===== config.mk =====
export PLATFORM = sky130hd
export DESIGN_NAME = abtf_ctrl
export DESIGN_NICKNAME = d
export VERILOG_FILES = /design/src/rtl/abtf_pkg.sv /design/src/rtl/abtf_ctrl.sv
export SDC_FILE = /design/constraint.sdc
export NUM_CORES = 1
export LEC_CHECK = 0
export BUFFER_PORTS_ARGS = -buffer_cell sky130_fd_sc_hd__buf_2
export CAP_MARGIN = 20
export CORE_AREA = 10 10 47 49
export DETAILED_ROUTE_END_ITERATION = 10
export DIE_AREA = 0 0 57 59
export HOLD_SLACK_MARGIN = 0.08
export PLACE_DENSITY = 0.75
export SLEW_MARGIN = 10
export SYNTH_ARGS = -nofsm -noshare
export SYNTH_HDL_FRONTEND = slang
export SYNTH_SLANG_ARGS = --single-unit

===== constraint.sdc =====
create_clock -name clk -period 2.6 [get_ports clk]
set_clock_uncertainty 0.2 [all_clocks]
set_input_delay 0.52 -clock clk [delete_from_list [all_inputs] [get_ports clk]]
set_output_delay 0.52 -clock clk [all_outputs]
set_load 0.01 [all_outputs]

===== src/rtl/abtf_pkg.sv =====
// ----------------------------------------------------------------------------
// abtf_pkg
// Shared types and constants for the alpha-beta tracking filter.
// ----------------------------------------------------------------------------
package abtf_pkg;

  localparam int MAX_AXES = 3;
  localparam int POS_W    = 32;
  localparam int VEL_W    = 48;
  localparam int ALPHA_W  = 17;
  localparam int BETA_W   = 18;
  localparam int CFG_W    = 18;
  localparam int STAMP_W  = 32;
  localparam int RES_W    = 33;
  localparam int PROD_W   = 51;   // beta * residual magnitude
  localparam int QUO_W    = 51;

  localparam logic CFG_IDX_ALPHA = 1'b0;
  localparam logic CFG_IDX_BETA  = 1'b1;

  localparam logic signed [VEL_W+16:0] PRED_CLAMP = 65'sd70368744177664;

  // Commands from the controller to the datapath.
  typedef struct packed {
    logic       load;      // capture the input transaction
    logic       prime;     // first item: load positions, zero velocities
    logic       pred_hi;   // multiply v by dt[31:16]
    logic       pred_lo;   // multiply v by dt[15:0], form xp
    logic       resid;     // residual (measurement minus xp)
    logic       pos_upd;   // alpha product
    logic       div_start; // position writeback, beta product, start serial divide
    logic       div_step;  // one quotient bit
    logic       vel_upd;   // velocity writeback
    logic [1:0] axis;      // axis being processed
  } abtf_cmd_t;

  typedef struct packed {
    logic dt_zero;
    logic div_done;
  } abtf_sts_t;

endpackage


===== src/rtl/abtf_ctrl.sv =====
// ----------------------------------------------------------------------------
// abtf_ctrl
// Sequencer: per axis prime once, else predict, residual, position update, divide and velocity (not on zero dt).
// ----------------------------------------------------------------------------
module abtf_ctrl #(
  parameter int AXES = 3
) (
  input  logic                clk,
  input  logic                rst_n,
  input  logic                in_valid,
  output logic                in_ready,
  output logic                out_valid,
  input  logic                out_ready,
  output abtf_pkg::abtf_cmd_t cmd,
  input  abtf_pkg::abtf_sts_t sts
);
  import abtf_pkg::*;

  typedef enum logic [3:0] {
    S_IDLE, S_START, S_PRIME, S_PHI, S_PLO, S_RES, S_APROD, S_DSTART, S_DIV,
    S_VEL, S_NEXT, S_OUT
  } state_t;

  state_t     state_r, state_nxt;
  logic [1:0] axis_r, axis_nxt;
  logic       primed_r, primed_nxt;
  logic       out_valid_r, out_valid_nxt;

  assign in_ready  = (state_r == S_IDLE);
  assign out_valid = out_valid_r;

  always_comb begin
    state_nxt = state_r;
    axis_nxt = axis_r;
    primed_nxt = primed_r;
    out_valid_nxt = out_valid_r;
    cmd = '0;
    cmd.axis = axis_r;
    case (state_r)
      S_IDLE: if (in_valid) begin
        cmd.load = 1'b1;
        axis_nxt = '0;
        state_nxt = S_START;
      end
      S_START: state_nxt = primed_r ? S_PHI : S_PRIME;
      S_PRIME: begin cmd.prime = 1'b1; state_nxt = S_NEXT; end
      S_PHI:   begin cmd.pred_hi = 1'b1; state_nxt = S_PLO; end
      S_PLO:   begin cmd.pred_lo = 1'b1; state_nxt = S_RES; end
      S_RES:   begin cmd.resid = 1'b1; state_nxt = S_APROD; end
      S_APROD: begin cmd.pos_upd = 1'b1; state_nxt = S_DSTART; end
      S_DSTART: begin
        cmd.div_start = 1'b1;
        state_nxt = sts.dt_zero ? S_NEXT : S_DIV;
      end
      S_DIV: begin
        if (sts.div_done) state_nxt = S_VEL;
        else cmd.div_step = 1'b1;
      end
      S_VEL: begin cmd.vel_upd = 1'b1; state_nxt = S_NEXT; end
      S_NEXT: begin
        if (32'(axis_r) == AXES - 1) begin
          primed_nxt = 1'b1;
          out_valid_nxt = 1'b1;
          state_nxt = S_OUT;
        end else begin
          axis_nxt = axis_r + 2'd1;
          state_nxt = S_START;
        end
      end
      S_OUT: if (out_ready) begin
        out_valid_nxt = 1'b0;
        state_nxt = S_IDLE;
      end
      default: state_nxt = S_IDLE;
    endcase
  end

  always_ff @(posedge clk) begin
    if (!rst_n) begin
      state_r <= S_IDLE;
      axis_r <= '0;
      primed_r <= 1'b0;
      out_valid_r <= 1'b0;
    end else begin
      state_r <= state_nxt;
      axis_r <= axis_nxt;
      primed_r <= primed_nxt;
      out_valid_r <= out_valid_nxt;
    end
  end

  a_out_state: assert property (@(posedge clk) disable iff (!rst_n)
    out_valid_r |-> state_r == S_OUT) else $error("out_valid outside output state");
  a_axis_range: assert property (@(posedge clk) disable iff (!rst_n)
    32'(axis_r) < AXES) else $error("axis out of range");
  a_primed_kept: assert property (@(posedge clk) disable iff (!rst_n)
    $past(primed_r) |-> primed_r) else $error("primed dropped");

endmodule


# ---- After elaboration in Yosys (flattened, before gate mapping)
# Cells that the tools add are included.
dict set report totals {
  rom_bits 0
  ramBits 0
  elab_cells 54
  memories 0
  out_inout_bits 13
  latch_bits 0
  regBits 8
  input_bits 6
}
dict set report op_classes {
  bitwise_logic 0
  multipliers 0
  order_cmp 0
  add_sub_neg 1
  shifts 0
  n_mux 24
  n_div 0
  reduce_logical 8
  n_eq_ne 17
}
# cell n
set ops {}
lappend ops {{$pmux 4 s11} 1}
lappend ops {{$eq 4x3->1 const B} 4}
lappend ops {{$eq 4x4->1 const B} 4}
lappend ops {{$mux 4} 4}
lappend ops {{$mux 1} 14}
lappend ops {{$ne 2x2->1 const B} 5}
lappend ops {{$reduce_and 3->1} 3}
lappend ops {{$eq 4x2->1 const B} 2}
lappend ops {{$mux 2} 3}
lappend ops {{$eq 4x1->1 const B} 1}
lappend ops {{$logic_not 4->1} 1}
lappend ops {{$pmux 2 s2} 1}
lappend ops {{$reduce_bool 2->1} 2}
lappend ops {{$add 2x1->2 const B} 1}
lappend ops {{$eq 2x2->1 const B} 1}
lappend ops {{$pmux 1 s2} 1}
lappend ops {{$reduce_and 2->1} 1}
lappend ops {{$reduce_or 2->1} 1}

# ---- Longest topological paths before layout
# Gate-level depths: netlist of run 1.
dict set report depth {
  ltp_word 3
  mapped_depth 6
}

# ---- Worst setup path before layout of run 1
# OpenSTA, ideal clock, no wires.
dict set report synth_timing {
  path_type {register to output}
  start {register state_r[0]}
  end {output port cmd[3] (netlist bit)}
  required_time_ps 1880
  arrival_time_ps 1004
  path_slack_ps 876
  stages_incl_launch_ff 5
  path_cell_list {dfxtp_1 buf_6 or2_1 buf_6 nor3_1}
}
# element line_no
set synth_lines {}
lappend synth_lines {{from (decl)} abtf_ctrl.sv:24} ;# state_t state_r, state_nxt;
lappend synth_lines {{from (signal assigned)} abtf_ctrl.sv:85} ;# state_r <= state_nxt;
lappend synth_lines {{to (decl)} abtf_ctrl.sv:14} ;# output abtf_pkg::abtf_cmd_t cmd,

==> results.sh, run 1 <==
export IMPL_grt_max_degree=17
export IMPL_arrival_ps=1360
export IMPL_antenna_left=0
export IMPL_ys_seq_area_frac=0.292
export IMPL_ys_seq_elements=8
export IMPL_die_w_um=57
export IMPL_pwr_density_cell_nw_per_um2=907
export IMPL_power_total_uw=585
export IMPL_worstPathMaxFanout=15
export IMPL_syn_nets=82
export IMPL_avgRoutedWirePerCell_um=12.8
export IMPL_avgSynthCellArea_um2=7.31
export IMPL_hold_class="reg -> reg"
export IMPL_cts_clk_slew_worst_paths_ps=50
export IMPL_gp_congestion=0.897
export IMPL_cts_root_buf="clkbuf_4"
export IMPL_portBuffers=18
export IMPL_yosys_most_used_dff="dfxtp_1"
export IMPL_drive_gt1_frac=0.275
export IMPL_critical_path_max_stage_delay_ps=580
export IMPL_setup_viol=0
export IMPL_syn_cell_area_um2=548
export IMPL_grt_setup_unrepaired="false"
export IMPL_hold_viol=0
export IMPL_required_ps=1880
export IMPL_drc_errors=0
export IMPL_post_drt_via_cell_ratio=5.46
export IMPL_antenna_found_initial=0
export IMPL_cpLargestDelayFamily="flip-flops"
export IMPL_rows=14
export IMPL_globalRouteTotalUtil=0.0803
export IMPL_design_core_area_um2=1400
export IMPL_wl_mm=1.37
export IMPL_die_h_um=59
export IMPL_fill_cells=162
export IMPL_post_cts_buffers=0
export IMPL_synthArstFlopShare=0
export IMPL_drt_iter0_drc=6
export IMPL_num_vias=584
export IMPL_critPathKind="reg -> out"
export IMPL_dp_hpwl_mm=1.09
export IMPL_grt_pass1_wl_mm=2.20
export IMPL_nets=100
export IMPL_drv_slew=0
export IMPL_tightest_slew_ps=494
export IMPL_p_leak_nw=0.292
export IMPL_numCtsBuffers=3
export IMPL_dieArea_um2=3360
export IMPL_first_pass_iters=4
export IMPL_path_cells="nand2b_1, nor2_1, buf_2"
export IMPL_cp_start_kind="register"
export IMPL_cts_buffer_depth=2
export IMPL_worst_path_buf_inv=1
export IMPL_hold_buffers=0
export IMPL_multiInputGateArea_um2=325
export IMPL_synth_cell_types=32
export IMPL_register_area_um2=160
export IMPL_clkLatencyLatePin_ps=250
export IMPL_place_ws_ps=790
export IMPL_synthCells=75
export IMPL_finalCriticalPeriod_ps=2080
export IMPL_fin_setup_tns_ps=0
export IMPL_area_delta_synth_final_pct=17.6
export IMPL_cts_sinks=8
export IMPL_timing_final_crit_share=0.800
export IMPL_outcome="completed"
export IMPL_slowest_stage="dfxtp_1"
export IMPL_initial_core_util=0.391
export IMPL_end_kind="output pin"
export IMPL_drv_cap=0
export IMPL_grt_pass1_vias=516
export IMPL_cts_repair_resize_count=0
export IMPL_h_tree_depth=1
export IMPL_pin_count=19
export IMPL_cts_tree="done"
export IMPL_fin_ws_ps=520
export IMPL_slew_headroom=0.670
export IMPL_yosysWarnings=0
export IMPL_antenna_diode_count=0
export IMPL_overflow=0
export IMPL_synth_edff_count=0
export IMPL_fmax_mhz=481
export IMPL_vdd_ir_drop_max_mv=0.540
[worst paths after layout]
kind                                    to  startpoint  slack [ps]  cells past startpoint
worst max-delay path                cmd[4]  state_r[1]         520                      3
worst min-delay path              primed_r    primed_r         270                      2
worst max register to register  state_r[0]  state_r[2]         980                      4
worst min register to register    primed_r    primed_r         270                      2
[sequential cells by signal, indices dropped and copies added, names as in the netlist]
| name | flops |
|---|---|
| axis_r | 2 |
| state_r | 4 |
| primed_r | 1 |
| out_valid | 1 |
[worst min-delay path: stages (launching register included)]
cell,delay (ps)
dfxtp_1,300
inv_1,80
a21oi_2,50
[cell type report]
type                            count  share of cell area
Multi-Input combinational cell     55               0.505
Sequential cell                     8               0.249
Inverter                            7              0.0408
Clock buffer                        3              0.0350
Timing Repair Buffer               18               0.140
Tap cell                           16              0.0311
[metal layers]
layer,global-route usage,part of all wire,up-vias
met2,0.135,0.49,22
met3,0.0579,0.086,2
met4,0.0101,0.0029,0
li1,-,-,291
met5,0,0,-
met1,0.0818,0.42,269
[power by group]
part / leakage (nW) / switching [mW] / internal [mW]
Combinational: 0.213 / 0.148 / 0.124
Sequential: 0.0651 / 0.0741 / 0.147
Clock: 0.0138 / 0.0388 / 0.0526
[Yosys cell counts (all sizes together), types with 2 or more instances]
| master | count | area share |
|---|---|---|
| dfxtp | 8 | 0.29 |
| nor3 | 5 | 0.055 |
| inv | 7 | 0.048 |
| a21oi | 6 | 0.062 |
| nand2 | 4 | 0.027 |
| o21ai | 4 | 0.037 |
| nand3 | 2 | 0.018 |
| nor2 | 12 | 0.082 |
| nand2b | 3 | 0.034 |
| or3 | 2 | 0.032 |
| buf | 4 | 0.059 |
| nor4 | 3 | 0.034 |
[layout by cell type (no fill, tap or decap), types with 2 or more instances in the layout]
master and instances:
nor3_1 4, nand2b_1 3, nand3_1 2, nor2_1 12
buf_2 18, clkbuf_4 3, inv_1 7, a21oi_1 5
nand2_1 4, nor4_1 3, dfxtp_1 8, o21ai_0 3
[stage by stage]
step	area, um2	instances	hold WS [ps]	util
3_5_place_dp	622	104	267	0.444
3_3_place_gp	622	104	260	0.444
2_1_floorplan	548	75	237	-
4_1_cts	644	107	275	0.460
5_1_grt	644	107	298	0.460
6_report	644	107	272	0.460
[logic make-up (layout without fill, tap and decap cells)]
| kind of cell | after synthesis | in the layout | share of synthesized area |
|---|---|---|---|
| buffers and inverters | 12 | 28 | 0.114 |
| adder cells (fa/ha/maj) | 1 | 1 | 0.0228 |
| AO/OA/AOI/OAI | 17 | 17 | 0.205 |
| flip-flops | 8 | 8 | 0.292 |
| AND/OR/NAND/NOR | 36 | 36 | 0.349 |
| XOR/XNOR | 1 | 1 | 0.0160 |
Power figures use the tool's default switching activity.
==> inputs of run 2 (changes only) <==
--- a/config.mk
+++ b/config.mk
@@ -7,11 +7,11 @@
 export LEC_CHECK = 0
 export BUFFER_PORTS_ARGS = -buffer_cell sky130_fd_sc_hd__buf_2
 export CAP_MARGIN = 20
-export CORE_AREA = 10 10 47 49
+export CORE_MARGIN = 10
+export CORE_UTILIZATION = 42
 export DETAILED_ROUTE_END_ITERATION = 10
-export DIE_AREA = 0 0 57 59
 export HOLD_SLACK_MARGIN = 0.08
-export PLACE_DENSITY = 0.75
+export PLACE_DENSITY = 0.79
 export SLEW_MARGIN = 10
 export SYNTH_ARGS = -nofsm -noshare
 export SYNTH_HDL_FRONTEND = slang
==> constraint.sdc (replaced) <==
create_clock -name clk -period 1.8 [get_ports clk]
set_clock_uncertainty 0.2 [all_clocks]
set_input_delay 0.36 -clock clk [delete_from_list [all_inputs] [get_ports clk]]
set_output_delay 0.36 -clock clk [all_outputs]
set_load 0.01 [all_outputs]
==> results.sh, run 2 (same netlist as run 1, synthesis figures left out) <==
export IMPL_p_int_uw=541
export IMPL_final_cell_area_um2=691
export IMPL_hold_depth=2
export IMPL_place_ws_ps=177
export IMPL_tightest_slew_ps=399
export IMPL_reg_top3="state_r (4), axis_r (2)"
export IMPL_drv_cap=0
export IMPL_arrival_ps=1200
export IMPL_hold_viol=0
export IMPL_cts_tree="done"
export IMPL_num_vias=616
export IMPL_slowest_stage="dfxtp_2"
export IMPL_portBuffers=18
export IMPL_drv_slew=0
export IMPL_dp_hpwl_mm=1.18
export IMPL_largest_reg_flops=4
export IMPL_numCtsBuffers=3
export IMPL_cts_root_buf="clkbuf_4"
export IMPL_p_seq_frac=0.329
export IMPL_critical_path_max_stage_delay_ps=360
export IMPL_globalRouteTotalUtil=0.0869
export IMPL_dieArea_um2=3150
export IMPL_vdd_ir_drop_max_mv=0.628
export IMPL_area_delta_synth_final_pct=26.0
export IMPL_slew_headroom=0.731
export IMPL_utilization=0.590
export IMPL_grt_pass1_wl_mm=2.35
export IMPL_post_drt_via_cell_ratio=5.70
export IMPL_layout_commonest_cell="buf_2"
export IMPL_cts_sinks=8
export IMPL_hp_start="rst_n"
export IMPL_first_pass_iters=4
export IMPL_grt_pass1_vias=561
export IMPL_critPathKind="reg -> out"
export IMPL_antenna_diode_count=0
export IMPL_gp_congestion=0.852
export IMPL_reg2reg_setup_slack_ps=210
export IMPL_path_cells="or2_4, nor3_4, buf_2"
export IMPL_reg2reg_to="primed_r"
export IMPL_design_core_area_um2=1170
export IMPL_layout_common_cells="buf_2, nor2_1, inv_1, a21oi_1"
export IMPL_worstPathMaxFanout=10
export IMPL_die_w_um=56.1
export IMPL_worst_r2r_cell_count=4
export IMPL_r2r_start="state_r[0]"
export IMPL_die_h_um=56.1
export IMPL_initial_core_util=0.468
export IMPL_drt_iter0_drc=17
export IMPL_wl_mm=1.51
export IMPL_avgRoutedWirePerCell_um=14.0
export IMPL_end_kind="output pin"
export IMPL_numPlacedInstances=104
export IMPL_fin_setup_tns_ps=0
export IMPL_rows=12
export IMPL_cp_start_kind="register"
export IMPL_h_tree_depth=1
export IMPL_worst_path_buf_inv=1
export IMPL_final_cells=108
export IMPL_pwr_density_cell_nw_per_um2=1390
export IMPL_nets=103
export IMPL_clkLatencyLatePin_ps=250
export IMPL_cts_buffer_depth=2
export IMPL_power_total_uw=963
export IMPL_antenna_left=0
export IMPL_fin_hold_ws_ps=156
export IMPL_worstHoldEndpoint="state_r[1]"
export IMPL_setup_viol=0
export IMPL_p_comb_frac=0.527
export IMPL_required_ps=1240
export IMPL_p_leak_nw=0.312
export IMPL_post_dp_cell_area_um2=634
export IMPL_swShare=0.439
export IMPL_pin_count=19
export IMPL_p_sw_uw=423
export IMPL_fmax_mhz=567
export IMPL_hold_class="in -> reg"
export IMPL_finalCriticalPeriod_ps=1760
export IMPL_cts_clk_slew_worst_paths_ps=60
export IMPL_drive_gt1_frac=0.372
export IMPL_cpLargestDelayFamily="simple AND/OR/NAND/NOR gates"
export IMPL_outcome="completed"
export IMPL_drc_errors=0
export IMPL_antenna_found_initial=0
export IMPL_largest_register="state_r"
export IMPL_grt_max_degree=12
export IMPL_overflow=0
export IMPL_timing_final_crit_share=0.981
export IMPL_fin_ws_ps=35.0
export IMPL_p_clk_frac=0.143
==> run 2: how the worst max path moves through the flow <==
| stage | from | endpoint | slack (ps) | cells after the start |
|---|---|---|---|---|
| floorplan | state_r[0] | cmd[3] | 240 | 4 |
| global placement | state_r[1] | cmd[4] | 220 | 3 |
| detailed placement | state_r[2] | in_ready | 180 | 3 |
| CTS | state_r[3] | cmd[4] | 5 | 3 |
| global route | state_r[0] | in_ready | -10 | 3 |
| finish | state_r[0] | in_ready | 40 | 3 |
==> run 2: area by class of cell <==
type / count / area, um2
fillers: 109 / 480
multi-input cells: 55 / 342
flip-flops and latches: 8 / 170
repair buffers: 21 / 113
inverters: 7 / 26.3
clock buffers: 3 / 22.5
well taps: 14 / 17.5
==> run 2: routing by layer <==
metal | vias to the layer above | share of wire | global-route usage
li1 | 301 | - | -
met1 | 278 | 0.43 | 0.0954
met2 | 35 | 0.44 | 0.137
met3 | 2 | 0.11 | 0.0478
met4 | 0 | 0.013 | 0.0307
met5 | - | 0 | 0
==> run 2: power groups by stage <==
stage | clock [mW] | sequential [mW] | combinational [mW]
after global routing | 0.149 | 0.330 | 0.560
final | 0.138 | 0.317 | 0.508
after detailed placement | 0 | 0.298 | 0.457
after floorplan | 0 | 0.247 | 0.395
after global placement | 0 | 0.294 | 0.450
after CTS | 0.139 | 0.300 | 0.466
==> run 2: what timing repair did <==
item                                    in CTS  in global routing
hold buffers                                 0                  0
pin swaps                                    0                  1
resized for setup                            4                  6
buffers inserted                             0                  1
endpoints found under the setup margin       6                  9
